## config.mk

```make
export PLATFORM = sky130hd
export DESIGN_NAME = bgra_over_rgb565_clipped_blit
export DESIGN_NICKNAME = d
export VERILOG_FILES = /design/src/rtl/blit_pkg.sv /design/src/rtl/blit_cfg.sv /design/src/rtl/blit_scan.sv /design/src/rtl/blit_clip.sv /design/src/rtl/blit_blend.sv /design/src/rtl/bgra_over_rgb565_clipped_blit.sv
export VERILOG_INCLUDE_DIRS = /design/src /design/src/rtl
export SDC_FILE = /design/constraint.sdc
export NUM_CORES = 1
export LEC_CHECK = 0
export BUFFER_PORTS_ARGS = -buffer_cell sky130_fd_sc_hd__buf_2
export CAP_MARGIN = 40
export CORE_ASPECT_RATIO = 0.5
export CORE_MARGIN = 1.5
export CORE_UTILIZATION = 60
export CTS_CLUSTER_SIZE = 16
export DETAILED_ROUTE_END_ITERATION = 10
export PLACE_DENSITY = 0.86
export SYNTH_ARGS = -nofsm -noshare
export SYNTH_HDL_FRONTEND = slang
export SYNTH_SLANG_ARGS = --single-unit
```

## constraint.sdc

```tcl
create_clock -name i_clk -period 10 [get_ports i_clk]
set_clock_uncertainty 0.1 [all_clocks]
set_input_delay 2 -clock i_clk [delete_from_list [all_inputs] [get_ports i_clk]]
set_output_delay 2 -clock i_clk [all_outputs]
set_load 0.05 [all_outputs]
```

## src/rtl/assert_macros.svh

```systemverilog
// Assertion macros shared by the blit RTL.
`ifndef ASSERT_MACROS_SVH
`define ASSERT_MACROS_SVH

// Same-cycle implication, disabled while reset is held.
`define ASSERT_IMP(lbl, clk, rstn, ante, cons, msg) \
    lbl: assert property (@(posedge clk) disable iff (!rstn) (ante) |-> (cons)) \
        else $error(msg);

// Next-cycle implication, disabled while reset is held.
`define ASSERT_NXT(lbl, clk, rstn, ante, cons, msg) \
    lbl: assert property (@(posedge clk) disable iff (!rstn) (ante) |=> (cons)) \
        else $error(msg);

`endif

```

## src/rtl/blit_pkg.sv

```systemverilog
// Shared types, constants and arithmetic for the clipped alpha blit.
package blit_pkg;

    localparam int unsigned SCREEN_WIDTH = 240;
    localparam logic [19:0] SCREEN_W20   = 20'(SCREEN_WIDTH);

    localparam int unsigned CFG_IDX_W  = 4;
    localparam int unsigned CFG_DATA_W = 16;

    localparam logic [CFG_IDX_W-1:0] REG_ORIGIN_X     = 4'd0;
    localparam logic [CFG_IDX_W-1:0] REG_ORIGIN_Y     = 4'd1;
    localparam logic [CFG_IDX_W-1:0] REG_IMAGE_WIDTH  = 4'd2;
    localparam logic [CFG_IDX_W-1:0] REG_IMAGE_HEIGHT = 4'd3;
    localparam logic [CFG_IDX_W-1:0] REG_CLIP_LEFT    = 4'd4;
    localparam logic [CFG_IDX_W-1:0] REG_CLIP_TOP     = 4'd5;
    localparam logic [CFG_IDX_W-1:0] REG_CLIP_RIGHT   = 4'd6;
    localparam logic [CFG_IDX_W-1:0] REG_CLIP_BOTTOM  = 4'd7;

    localparam logic [15:0] MASK_R = 16'hF800;
    localparam logic [15:0] MASK_G = 16'h07E0;
    localparam logic [15:0] MASK_B = 16'h001F;
    localparam logic [7:0]  OPAQUE = 8'hFF;

    typedef struct packed {
        logic signed [15:0] origin_x;
        logic signed [15:0] origin_y;
        logic        [7:0]  image_width;
        logic        [7:0]  image_height;
        logic signed [15:0] clip_left;
        logic signed [15:0] clip_top;
        logic signed [15:0] clip_right;
        logic signed [15:0] clip_bottom;
    } t_cfg;

    // floor((bg8*(255-a) + fg*a) / 255), written as bg8*255 + (fg-bg8)*a
    // and divided by 255 through the (x + x/256 + 1)/256 reciprocal.
    function automatic logic [7:0] blend8(input logic [7:0] bg8,
                                          input logic [7:0] fg,
                                          input logic [7:0] a);
        logic signed [9:0]  diff;
        logic signed [17:0] prod;
        logic        [15:0] base;
        logic signed [17:0] sum;
        logic        [15:0] x;
        logic        [16:0] t;
        diff = $signed({2'b00, fg}) - $signed({2'b00, bg8});
        prod = $signed({{8{diff[9]}}, diff}) * $signed({10'b00_0000_0000, a});
        base = {bg8, 8'h00} - {8'h00, bg8};
        sum  = $signed({2'b00, base}) + prod;
        x    = sum[15:0];
        t    = {1'b0, x} + {9'h000, x[15:8]} + 17'd1;
        return t[15:8];
    endfunction

endpackage

```

## src/rtl/blit_cfg.sv

```systemverilog
// Configuration register file of the blit.
module blit_cfg
    import blit_pkg::*;
(
    input  logic                  i_clk,
    input  logic                  i_rst_n,
    input  logic                  i_cfg_we,
    input  logic [CFG_IDX_W-1:0]  i_cfg_index,
    input  logic [CFG_DATA_W-1:0] i_cfg_data,
    output t_cfg                  o_cfg
);

    t_cfg r_cfg;

    always_ff @(posedge i_clk) begin
        if (!i_rst_n) begin
            r_cfg.origin_x     <= '0;
            r_cfg.origin_y     <= '0;
            r_cfg.image_width  <= 8'd1;
            r_cfg.image_height <= 8'd1;
            r_cfg.clip_left    <= '0;
            r_cfg.clip_top     <= '0;
            r_cfg.clip_right   <= '0;
            r_cfg.clip_bottom  <= '0;
        end else if (i_cfg_we) begin
            case (i_cfg_index)
                REG_ORIGIN_X:     r_cfg.origin_x     <= $signed(i_cfg_data);
                REG_ORIGIN_Y:     r_cfg.origin_y     <= $signed(i_cfg_data);
                REG_IMAGE_WIDTH:  r_cfg.image_width  <= i_cfg_data[7:0];
                REG_IMAGE_HEIGHT: r_cfg.image_height <= i_cfg_data[7:0];
                REG_CLIP_LEFT:    r_cfg.clip_left    <= $signed(i_cfg_data);
                REG_CLIP_TOP:     r_cfg.clip_top     <= $signed(i_cfg_data);
                REG_CLIP_RIGHT:   r_cfg.clip_right   <= $signed(i_cfg_data);
                REG_CLIP_BOTTOM:  r_cfg.clip_bottom  <= $signed(i_cfg_data);
                default: ;
            endcase
        end
    end

    assign o_cfg = r_cfg;

endmodule

```

## src/rtl/blit_scan.sv

```systemverilog
// Raster column/row tracker of the blit.
module blit_scan
    import blit_pkg::*;
(
    input  logic       i_clk,
    input  logic       i_rst_n,
    input  logic       i_step,
    input  t_cfg       i_cfg,
    output logic [7:0] o_column,
    output logic [7:0] o_row,
    output logic       o_last
);

    logic [7:0] r_column, n_column;
    logic [7:0] r_row, n_row;
    logic [7:0] wmax, hmax;
    logic       col_end, row_end;

    // a size of zero behaves as one
    assign wmax    = (i_cfg.image_width  == 8'd0) ? 8'd0 : i_cfg.image_width  - 8'd1;
    assign hmax    = (i_cfg.image_height == 8'd0) ? 8'd0 : i_cfg.image_height - 8'd1;
    assign col_end = (r_column >= wmax);
    assign row_end = (r_row >= hmax);

    always_comb begin
        n_column = r_column;
        n_row    = r_row;
        if (i_step) begin
            if (col_end) begin
                n_column = 8'd0;
                n_row    = row_end ? 8'd0 : r_row + 8'd1;
            end else begin
                n_column = r_column + 8'd1;
            end
        end
    end

    always_ff @(posedge i_clk) begin
        if (!i_rst_n) begin
            r_column <= '0;
            r_row    <= '0;
        end else begin
            r_column <= n_column;
            r_row    <= n_row;
        end
    end

    assign o_column = r_column;
    assign o_row    = r_row;
    assign o_last   = col_end && row_end;

endmodule

```

## src/rtl/blit_clip.sv

```systemverilog
// Screen position, clip test and framebuffer index of one pixel.
module blit_clip
    import blit_pkg::*;
(
    input  t_cfg        i_cfg,
    input  logic [7:0]  i_column,
    input  logic [7:0]  i_row,
    input  logic [7:0]  i_alpha,
    output logic        o_write_enable,
    output logic [19:0] o_pixel_index
);

    logic signed [16:0] sx, sy;
    logic               in_clip;
    logic        [19:0] sx20, sy20, lin;

    assign sx = $signed({i_cfg.origin_x[15], i_cfg.origin_x}) + $signed({9'h000, i_column});
    assign sy = $signed({i_cfg.origin_y[15], i_cfg.origin_y}) + $signed({9'h000, i_row});

    assign in_clip = (sx >= $signed({i_cfg.clip_left[15],   i_cfg.clip_left}))
                  && (sx <= $signed({i_cfg.clip_right[15],  i_cfg.clip_right}))
                  && (sy >= $signed({i_cfg.clip_top[15],    i_cfg.clip_top}))
                  && (sy <= $signed({i_cfg.clip_bottom[15], i_cfg.clip_bottom}));

    // modulo 2^20 throughout, so the wrap of a negative index falls out
    assign sx20 = {{3{sx[16]}}, sx};
    assign sy20 = {{3{sy[16]}}, sy};
    assign lin  = 20'(sy20 * SCREEN_W20) + sx20;

    assign o_write_enable = in_clip && (i_alpha != 8'd0);
    assign o_pixel_index  = o_write_enable ? lin : 20'd0;

endmodule

```

## src/rtl/blit_blend.sv

```systemverilog
// Per-channel alpha blend onto the RGB565 background, packed back to 565.
module blit_blend
    import blit_pkg::*;
(
    input  logic [7:0]  i_blue,
    input  logic [7:0]  i_green,
    input  logic [7:0]  i_red,
    input  logic [7:0]  i_alpha,
    input  logic [15:0] i_background,
    input  logic        i_write_enable,
    output logic [15:0] o_color
);

    logic [15:0] bg_r, bg_g, bg_b;
    logic [7:0]  r8, g8, b8;

    assign bg_r = i_background & MASK_R;
    assign bg_g = i_background & MASK_G;
    assign bg_b = i_background & MASK_B;

    // full alpha gives the source channel exactly, so no separate path
    assign r8 = blend8(bg_r[15:8], i_red,   i_alpha);
    assign g8 = blend8({bg_g[10:5], 2'b00}, i_green, i_alpha);
    assign b8 = blend8({bg_b[4:0], 3'b000}, i_blue,  i_alpha);

    assign o_color = i_write_enable ? {r8[7:3], g8[7:2], b8[7:3]} : 16'h0000;

endmodule

```

## src/rtl/bgra_over_rgb565_clipped_blit.sv

```systemverilog
// Top level of the clipped BGRA-over-RGB565 alpha blit.
//
//  channel   direction  handshake                 word
//  --------  ---------  ------------------------  -------------------------------------
//  in        input      i_in_valid / o_in_stall   src blue, green, red, alpha, background
//  out       output     o_out_valid / i_out_stall write_enable, pixel_index, color, last
//  cfg       input      i_cfg_we                  i_cfg_index, i_cfg_data
//
//  One word per clock unless the output stalls; path is input then result register.
//  The input register holds the pixel with its column/row; the clip test, index and
//  three blends sit between it and the result register.
//  Reset is synchronous and active low: it empties both registers, zeroes the scan
//  position and loads the register defaults (size 1x1, everything else 0).
//  A stall on the output holds the result word; the input is stalled only once the
//  input register is also full and cannot move on.
`include "assert_macros.svh"

module bgra_over_rgb565_clipped_blit
    import blit_pkg::*;
(
    input  logic                  i_clk,
    input  logic                  i_rst_n,
    // configuration
    input  logic                  i_cfg_we,
    input  logic [CFG_IDX_W-1:0]  i_cfg_index,
    input  logic [CFG_DATA_W-1:0] i_cfg_data,
    // pixel input
    input  logic                  i_in_valid,
    output logic                  o_in_stall,
    input  logic [7:0]            i_src_blue,
    input  logic [7:0]            i_src_green,
    input  logic [7:0]            i_src_red,
    input  logic [7:0]            i_src_alpha,
    input  logic [15:0]           i_background,
    // result output
    output logic                  o_out_valid,
    input  logic                  i_out_stall,
    output logic                  o_write_enable,
    output logic [19:0]           o_pixel_index,
    output logic [15:0]           o_color,
    output logic                  o_last
);

    t_cfg        cfg;
    logic        in_take;
    logic        s1_move;
    logic        out_free;
    logic [7:0]  scan_col, scan_row;
    logic        scan_last;
    logic        n_we;
    logic [19:0] n_idx;
    logic [15:0] n_color;

    // input register
    logic        r_s1_valid;
    logic [7:0]  r_s1_blue, r_s1_green, r_s1_red, r_s1_alpha;
    logic [15:0] r_s1_bg;
    logic [7:0]  r_s1_col, r_s1_row;
    logic        r_s1_last;

    // result register
    logic        r_out_valid;
    logic        r_out_we;
    logic [19:0] r_out_idx;
    logic [15:0] r_out_color;
    logic        r_out_last;

    // pipeline flow: result slot frees when empty or taken, input slot when it moves on
    assign out_free   = !r_out_valid || !i_out_stall;
    assign s1_move    = r_s1_valid && out_free;
    assign o_in_stall = r_s1_valid && !out_free;
    assign in_take    = i_in_valid && !o_in_stall;

    blit_cfg u_cfg (
        .i_clk       (i_clk),
        .i_rst_n     (i_rst_n),
        .i_cfg_we    (i_cfg_we),
        .i_cfg_index (i_cfg_index),
        .i_cfg_data  (i_cfg_data),
        .o_cfg       (cfg)
    );

    // position advances as each word is accepted
    blit_scan u_scan (
        .i_clk    (i_clk),
        .i_rst_n  (i_rst_n),
        .i_step   (in_take),
        .i_cfg    (cfg),
        .o_column (scan_col),
        .o_row    (scan_row),
        .o_last   (scan_last)
    );

    always_ff @(posedge i_clk) begin
        if (!i_rst_n) begin
            r_s1_valid <= 1'b0;
        end else if (in_take) begin
            r_s1_valid <= 1'b1;
        end else if (s1_move) begin
            r_s1_valid <= 1'b0;
        end
    end

    always_ff @(posedge i_clk) begin
        if (in_take) begin
            r_s1_blue  <= i_src_blue;
            r_s1_green <= i_src_green;
            r_s1_red   <= i_src_red;
            r_s1_alpha <= i_src_alpha;
            r_s1_bg    <= i_background;
            r_s1_col   <= scan_col;
            r_s1_row   <= scan_row;
            r_s1_last  <= scan_last;
        end
    end

    blit_clip u_clip (
        .i_cfg          (cfg),
        .i_column       (r_s1_col),
        .i_row          (r_s1_row),
        .i_alpha        (r_s1_alpha),
        .o_write_enable (n_we),
        .o_pixel_index  (n_idx)
    );

    blit_blend u_blend (
        .i_blue         (r_s1_blue),
        .i_green        (r_s1_green),
        .i_red          (r_s1_red),
        .i_alpha        (r_s1_alpha),
        .i_background   (r_s1_bg),
        .i_write_enable (n_we),
        .o_color        (n_color)
    );

    always_ff @(posedge i_clk) begin
        if (!i_rst_n) begin
            r_out_valid <= 1'b0;
        end else if (out_free) begin
            r_out_valid <= r_s1_valid;
        end
    end

    always_ff @(posedge i_clk) begin
        if (s1_move) begin
            r_out_we    <= n_we;
            r_out_idx   <= n_idx;
            r_out_color <= n_color;
            r_out_last  <= r_s1_last;
        end
    end

    assign o_out_valid    = r_out_valid;
    assign o_write_enable = r_out_we;
    assign o_pixel_index  = r_out_idx;
    assign o_color        = r_out_color;
    assign o_last         = r_out_last;

    // skipped pixels carry a zero index and colour
    `ASSERT_IMP(a_skip_zero, i_clk, i_rst_n, r_out_valid && !r_out_we, (r_out_idx == 20'd0) && (r_out_color == 16'h0000), "skipped word has nonzero payload")
    // a word leaving the input register always lands in the result register
    `ASSERT_NXT(a_s1_lands, i_clk, i_rst_n, s1_move, r_out_valid, "word lost between stages")
    // input only stalls when both registers hold words
    `ASSERT_IMP(a_stall_full, i_clk, i_rst_n, o_in_stall, r_s1_valid && r_out_valid && i_out_stall, "input stalled with room")

endmodule

```

==> qor_table.md, run 1 <==
| Group | Quantity | This run |
|---|---|---|
| outcome | Run status | finished, final reports clean |
| sta | Endpoints failing setup | 0 |
| synthesis | Ys Warns | 0 |
| finish | Synth-to-layout area growth | 8.40% |
| worst hold path | Worst hold path cell count | 0 |
| synthesis | Top cell type's share of synthesized area | 0.198 |
| grt | Overall routing resource usage | 0.275 |
| place | Weighted congestion at the end of routability-driven global placement | 0.947 |
| synthesis | Number of distinct library cell variants in the gate-level netlist after synthesis | 79 |
| worst setup path | Reg2Reg Launch Point | r_s1_green[2]$_DFFE_PP_ |
| worst setup path | Library cell appearing most often on the critical path | sky130_fd_sc_hd__fa_1 |
| routing | Routed wire length | 56800 µm |
| sta | Worst slew slack as a fraction of its limit | 0.324 |
| grt | Number of antenna violations at the first check in global routing | 1 |
| routing | Average via count per standard cell | 5.65 |
| synthesis | Cell type with the highest aggregate area in the netlist | sky130_fd_sc_hd__fa_1 |
| worst setup path | Number of buffers and inverters on the critical path | 5 |
| die | Placeable Area | 40400 µm² |
| synthesis | Top cells by area, synth | sky130_fd_sc_hd__fa_1, sky130_fd_sc_hd__ha_1, sky130_fd_sc_hd__edfxtp_1 |
| cts | Number of buffers created by CTS | 23 |
| place | Post-Place Worst Slack | 1410 ps |
| sta | Final worst setup slack | 1270 ps |
| cts | Sinks on the clock net | 233 |
| worst setup path | Setup CP Type | reg -> reg |
| grt | Congestion Overflow GR | 0 |
| worst setup path | Biggest cell delay along the critical path | 570 ps |
| routing | Number of detailed-routing iterations run before antenna repair | 5 |
| sta | Worst hold slack | 323 ps |
| worst hold path | Type of the worst min-delay path | reg -> reg |
| die | Height of the die | 146 µm |
| place | Port Buffers | 112 |
| routing | Number of vias after detailed routing | 18616 |
| worst setup path | Req. time, crit path | 10200 ps |
| die | Ports placed on the boundary | 113 |
| sta | Maximum operating frequency | 115 MHz |
| sta | Unrepaired setup endpoints after global routing | false |
| worst hold path | Worst hold path startpoint | r_s1_last$_DFFE_PP_ |
| worst setup path | Slowest CP cell | sky130_fd_sc_hd__fa_1 |
| cts | Clock transition at the registers of the reported paths | 80 ps |
| synthesis | Post-synthesis sequential area ratio | 0.232 |
| synthesis | Synth Net Count | 3247 |
| grt | Global-route wire length before repair | 93500 µm |
| synthesis | #FFs+latches synth | 233 |
| worst setup path | Number of cell instances on the worst register-to-register path | 30 |
| worst setup path | Launching element type of the critical path | register |
| finish | Share of layout cells above drive strength 1 | 0.0759 |
| cts | Clock tree from TritonCTS | done |
| finish | Post-layout utilization of the core | 0.659 |
| synthesis | Most used DFF post-synth | sky130_fd_sc_hd__dfxtp_1 |
| grt | Vias in the first global route | 19199 |
| worst setup path | Data arrival time of the worst path | 8940 ps |
| finish | Fill cell total of the finished layout | 3046 |
| worst setup path | Crit end category | register |
| cts | Clock H-tree levels | 1 |
| die | Total Die Area | 42200 µm² |
| job | Maximum capacitance violations | 0 |
| die | Initial standard-cell utilization of the core | 0.608 |
| die | Number of placement rows | 52 |
| cts | Post-CTS repair timing setup buffer count | 0 |
| routing | Post-DRT Antenna Nets | 0 |
| sta | Min Clock Period, post-route | 8730 ps |
| sta | Final Hold Viols | 0 |
| worst setup path | Register-to-register path setup slack | 1270 ps |
| sta | Slew @ Worst Pin | 988 ps |
| synthesis | Syn Std Cell Area | 24600 µm² |
| place | Sum of net half-perimeters after detailed placement | 44500 µm |
| worst setup path | Top fanout value on the critical path | 10 |
| cts | Clock latency reported for the late side of the worst-skew pair | 570 ps |
| routing | First-iteration detailed-routing DRC count | 1361 |
| worst hold path | Worst Hold Endpoint | o_last$_DFFE_PP_ |
| synthesis | Count leader, synth | sky130_fd_sc_hd__inv_1 |
| sta | Pins Over Slew Limit | 0 |
| worst setup path | Cell family contributing the most delay on the critical path | adder cells |
| routing | DRC violations left | 0 |
| synthesis | Average cell area after synthesis | 9.27 µm² |
| sta | Share of the clock period used by the worst path after layout | 0.873 |
| cts | CTS root buf | sky130_fd_sc_hd__clkbuf_16 |
| synthesis | Post-synth ARST share | 0 |
| synthesis | Top cells by instance count after synthesis | sky130_fd_sc_hd__inv_1, sky130_fd_sc_hd__nand2_1, sky130_fd_sc_hd__ha_1, sky130_fd_sc_hd__fa_1, sky130_fd_sc_hd__dfxtp_1 |
| routing | Average routed wire per standard cell | 17.2 µm |
| sta | Final-layout setup total negative slack | 0 ps |
| worst setup path | Reg-to-reg endpoint | o_color[10]$_SDFFCE_PN0P_ |
| cts | Resize count post-CTS | 0 |
| worst setup path | Critical path depth | 30 |
| synthesis | EDFF count, synth | 103 |
| finish | Final-stage net count | 3332 |
| die | DIE WIDTH | 289 µm |
| grt | Pin count of the biggest net entering global routing | 102 |
| cts | Hold buffers post-CTS | 0 |
| cts | Clock tree buffer depth | 3 |
| synthesis | Synthesized netlist cell count | 2650 |
-- sequential cells by signal, indices dropped and copies added, names as in the netlist, 8 cells and up --
name and cells:
r_s1_col 8, u_scan.o_row 8, r_s1_blue 8, u_scan.o_column 8
o_pixel_index 20, r_s1_green 8, r_s1_row 8, o_color 16
r_s1_red 8, u_cfg.o_cfg 112, r_s1_bg 16, r_s1_alpha 8
-- cell type report --
type                       instances  area [µm²]  area share
clock inverter                     8         100     0.00376
antenna                            1        2.50   0.0000939
sequential                       233        5700       0.214
timing repair buffer             138         855      0.0321
inverter                         453        1700      0.0639
clock buffer                      34         708      0.0266
multi-input combinational       1886       16900       0.634
tap                              540         676      0.0254
-- per-stage QoR --
| stage | cell area, µm² | cells |
|---|---|---|
| finish | 26600 | 3293 |
| floorplan | 24600 | 2650 |
| CTS | 26600 | 3292 |
| detailed placement | 25800 | 3250 |
| global placement | 25700 | 3242 |
| global route | 26600 | 3293 |
-- worst max path at each step --
| stage | start | end | slack [ps] |
|---|---|---|---|
| 6_report | r_s1_green[2]$_DFFE_PP_ | o_color[10]$_SDFFCE_PN0P_ | 1270 |
| 2_1_floorplan | r_s1_green[2]$_DFFE_PP_ | o_color[7]$_SDFFCE_PN0P_ | 2320 |
| 4_1_cts | r_s1_green[2]$_DFFE_PP_ | o_color[8]$_SDFFCE_PN0P_ | 1360 |
| 3_5_place_dp | r_s1_green[2]$_DFFE_PP_ | o_color[9]$_SDFFCE_PN0P_ | 1410 |
| 5_1_grt | r_s1_bg[1]$_DFFE_PP_ | o_color[1]$_SDFFCE_PN0P_ | 770 |
| 3_3_place_gp | r_s1_bg[6]$_DFFE_PP_ | o_color[7]$_SDFFCE_PN0P_ | 1720 |
-- per-layer routing --
metal / vias up / wire (µm) / share of wire / global-route usage
li1: 8869 / - / - / -
met1: 9030 / 23500 / 0.41 / 0.346
met2: 547 / 27700 / 0.49 / 0.479
met3: 170 / 3070 / 0.054 / 0.0361
met4: 0 / 2480 / 0.044 / 0.115
met5: - / 0 / 0 / 0
-- cells by family after synthesis --
logic type	Yosys count	share of synthesized area
adder cells (fa/ha/maj)	524	0.341
buffers and inverters	531	0.0816
flip-flops	233	0.232
multiplexers	75	0.0307
AO/OA/AOI/OAI	376	0.107
XOR/XNOR	146	0.0537
AND/OR/NAND/NOR	765	0.154
-- worst reg2reg max path: cells and delay by family (launching register included) --
family / cells / cell delay, ps
and+or+nand+nor: 5 / 950
AOI/OAI and AO/OA: 9 / 2470
DFF: 1 / 370
buffers and inverters: 5 / 320
adders and majority gates: 9 / 3960
xor gates and xnor gates: 2 / 340
-- cell usage in the layout (no fill, tap or decap), drive strengths merged, types with 8 or more instances in the layout --
cell type and n:
nand4 14, ha 281, inv 457, o21bai 8
a21o 39, edfxtp 103, fa 243, nand2b 44
o21ai 51, nor3b 12, a21oi 91, nand2 290
nor4 9, a2111oi 9, a211o 11, a31oi 11
and3 17, dfxtp 130, o211ai 12, nor2b 92
xnor2 98, nand3b 9, nor2 106, nand3 42
mux2i 73, and2 75, xor2 45, a211oi 16
buf 138, a21boi 52, clkbuf 34, nor3 29
o21a 21
Power of run 1 is not shown: default switching activity piles up to over one toggle a cycle in this logic, so the estimate is an artifact.
==> run 2: changes to the inputs <==
--- a/config.mk
+++ b/config.mk
@@ -10,10 +10,11 @@
 export CAP_MARGIN = 40
 export CORE_ASPECT_RATIO = 0.5
 export CORE_MARGIN = 1.5
-export CORE_UTILIZATION = 60
+export CORE_UTILIZATION = 58
 export CTS_CLUSTER_SIZE = 16
 export DETAILED_ROUTE_END_ITERATION = 10
-export PLACE_DENSITY = 0.86
+export PLACE_DENSITY = 0.78
+export RECOVER_POWER = 50
 export SYNTH_ARGS = -nofsm -noshare
 export SYNTH_HDL_FRONTEND = slang
 export SYNTH_SLANG_ARGS = --single-unit
==> constraint.sdc (replaced) <==
create_clock -name i_clk -period 7.2 [get_ports i_clk]
set_clock_uncertainty 0.1 [all_clocks]
set_input_delay 1.44 -clock i_clk [delete_from_list [all_inputs] [get_ports i_clk]]
set_output_delay 1.44 -clock i_clk [all_outputs]
set_load 0.05 [all_outputs]
==> qor_table.md, run 2 (same netlist as run 1, synthesis figures left out) <==
| Group | Quantity | This run | Change |
|---|---|---|---|
| finish | Leading cell type in the layout, fill and taps excluded | sky130_fd_sc_hd__inv_1 | unchanged |
| grt | Vias in the first global route | 19616 | was 19199 |
| grt | Number of antenna violations at the first check in global routing | 0 | was 1 |
| grt | Congestion Overflow GR | 0 | unchanged |
| job | Maximum capacitance violations | 2 | was 0 |
| die | DIE WIDTH | 294 µm | was 289 µm |
| worst setup path | Crit end category | register | unchanged |
| worst setup path | Number of buffers and inverters on the critical path | 9 | was 5 |
| place | Weighted congestion at the end of routability-driven global placement | 0.905 | was 0.947 |
| sta | Unrepaired setup endpoints after global routing | true | was false |
| cts | Clock H-tree levels | 1 | unchanged |
| cts | CTS root buf | sky130_fd_sc_hd__clkbuf_16 | unchanged |
| worst setup path | Cell family contributing the most delay on the critical path | adder cells | unchanged |
| die | Number of placement rows | 53 | was 52 |
| grt | Overall routing resource usage | 0.272 | was 0.275 |
| cts | Number of buffers created by CTS | 25 | was 23 |
| sta | Final Hold Viols | 0 | unchanged |
| sta | Maximum operating frequency | 135 MHz | was 115 MHz |
| grt | Pin count of the biggest net entering global routing | 63 | was 102 |
| finish | Share of layout cells above drive strength 1 | 0.180 | was 0.0759 |
| worst setup path | Launching element type of the critical path | register | unchanged |
| place | Sum of net half-perimeters after detailed placement | 45000 µm | was 44500 µm |
| die | Total Die Area | 43700 µm² | was 42200 µm² |
| routing | Routed wire length | 59300 µm | was 56800 µm |
| place | Placed cell count | 3422 | was 3250 |
| finish | Final-stage net count | 3529 | was 3332 |
| worst setup path | Data arrival time of the worst path | 7650 ps | was 8940 ps |
| outcome | Run status | finished with violations | was finished, final reports clean |
| routing | Average routed wire per standard cell | 16.8 µm | was 17.2 µm |
| worst setup path | Slowest CP cell | sky130_fd_sc_hd__fa_1 | unchanged |
| routing | DRC violations left | 0 | unchanged |
| die | Initial standard-cell utilization of the core | 0.586 | was 0.608 |
| sta | Slew @ Worst Pin | 2580 ps | was 988 ps |
| sta | Final worst setup slack | -229 ps | was 1270 ps |
| finish | Number of non-filler instances in the completed layout | 3528 | was 3293 |
| worst setup path | Reg2Reg Launch Point | r_s1_green[2]$_DFFE_PP_ | unchanged |
| grt | Global-route wire length before repair | 95700 µm | was 93500 µm |
| routing | Post-DRT Antenna Nets | 0 | unchanged |
| routing | Number of detailed-routing iterations run before antenna repair | 5 | unchanged |
| cts | Clock tree from TritonCTS | done | unchanged |
| cts | Hold buffers post-CTS | 0 | unchanged |
| worst setup path | Critical path depth | 32 | was 30 |
| worst setup path | Req. time, crit path | 7420 ps | was 10200 ps |
| sta | Min Clock Period, post-route | 7430 ps | was 8730 ps |
| routing | First-iteration detailed-routing DRC count | 1076 | was 1361 |
| cts | Clock tree buffer depth | 3 | unchanged |
| die | Height of the die | 149 µm | was 146 µm |
| cts | Clock latency reported for the late side of the worst-skew pair | 590 ps | was 570 ps |
| worst hold path | Worst hold path cell count | 0 | unchanged |
| cts | Clock transition at the registers of the reported paths | 60 ps | was 80 ps |
| sta | Pins Over Slew Limit | 97 | was 0 |
| worst setup path | Number of cell instances on the worst register-to-register path | 32 | was 30 |
| die | Placeable Area | 41900 µm² | was 40400 µm² |
| sta | Endpoints failing setup | 12 | was 0 |
| worst setup path | Biggest cell delay along the critical path | 610 ps | was 570 ps |
| routing | Average via count per standard cell | 5.43 | was 5.65 |
| finish | Post-layout utilization of the core | 0.689 | was 0.659 |
| worst setup path | Launching instance or port of the critical path | r_s1_green[2]$_DFFE_PP_ | unchanged |
| sta | Share of the clock period used by the worst path after layout | 1.03 | was 0.873 |
| finish | N_diodes | 0 | was 1 |
| finish | Leading cell types in the layout, fill and taps excluded | sky130_fd_sc_hd__inv_1, sky130_fd_sc_hd__nand2_1, sky130_fd_sc_hd__ha_1, sky130_fd_sc_hd__fa_1, sky130_fd_sc_hd__buf_4 | was sky130_fd_sc_hd__inv_1, sky130_fd_sc_hd__nand2_1, sky130_fd_sc_hd__ha_1, sky130_fd_sc_hd__fa_1, sky130_fd_sc_hd__dfxtp_1 |
| sta | Worst slew slack as a fraction of its limit | -0.719 | was 0.324 |
| outcome | Failing checks | capacitance limit, slew limit, setup timing |  |
| worst setup path | Top fanout value on the critical path | 4 | was 10 |
| finish | Synth-to-layout area growth | 17.5% | was 8.40% |
| routing | Number of vias after detailed routing | 19163 | was 18616 |
| cts | Sinks on the clock net | 233 | unchanged |
| die | Ports placed on the boundary | 113 | unchanged |
| worst hold path | Type of the worst min-delay path | reg -> reg | unchanged |
| worst hold path | Worst hold path startpoint | r_s1_last$_DFFE_PP_ | unchanged |
| place | Port Buffers | 112 | unchanged |
| finish | Number of flip-flops in the largest register | 112 | unchanged |
| worst setup path | Setup CP Type | reg -> reg | unchanged |
## run 2: final cells by class
type | count | area (µm²)
tap | 577 | 722
fill | 3143 | 13000
clock inverter | 20 | 218
clock buffer | 26 | 629
inverter | 453 | 1700
sequential | 233 | 5700
timing repair buffer | 333 | 2250
multi-input combinational | 1886 | 17700
## run 2: final timing paths
kind | end | slack, ps
setup reg to reg | o_color[10]$_SDFFCE_PN0P_ | -230
hold / removal | o_last$_DFFE_PP_ | 330
hold reg to reg | o_last$_DFFE_PP_ | 330
setup / recovery | o_color[10]$_SDFFCE_PN0P_ | -230
## run 2: timing repair
item                                    4_1_cts  5_1_grt
setup buffers                                41       20
pin swaps                                   138      120
resized for setup                            65       73
endpoints found under the setup margin       16       17
gates cloned                                  0        0
## run 2: stage by stage
stage               hold WS (ps)  worst slack [ps]  TNS (ps)  area [µm²]
CTS                          330              -136      -507       28500
floorplan                    300              10.6         0       24800
global route                 337              -516     -5540       28900
finish                       329              -229     -1520       28900
global placement             315             -61.8      -405       26900
detailed placement           316              -224     -2760       27000
## run 2: routing by layer
layer	global-route usage	up-vias	routed length, µm
met5	0	-	0
met4	0.0941	0	2260
li1	-	9248	-
met3	0.0418	153	3030
met2	0.485	450	29300
met1	0.338	9312	24600
## run 2: worst reg2reg max path: cells and delay by family (launching register included)
kind	cells	cell delay [ps]
flip-flops	1	360
AO/OA/AOI/OAI	6	1130
XOR/XNOR	3	410
adder cells (fa/ha/maj)	9	3590
buffers and inverters	9	930
AND/OR/NAND/NOR	5	640
Power of run 2 is left out for the same reason.
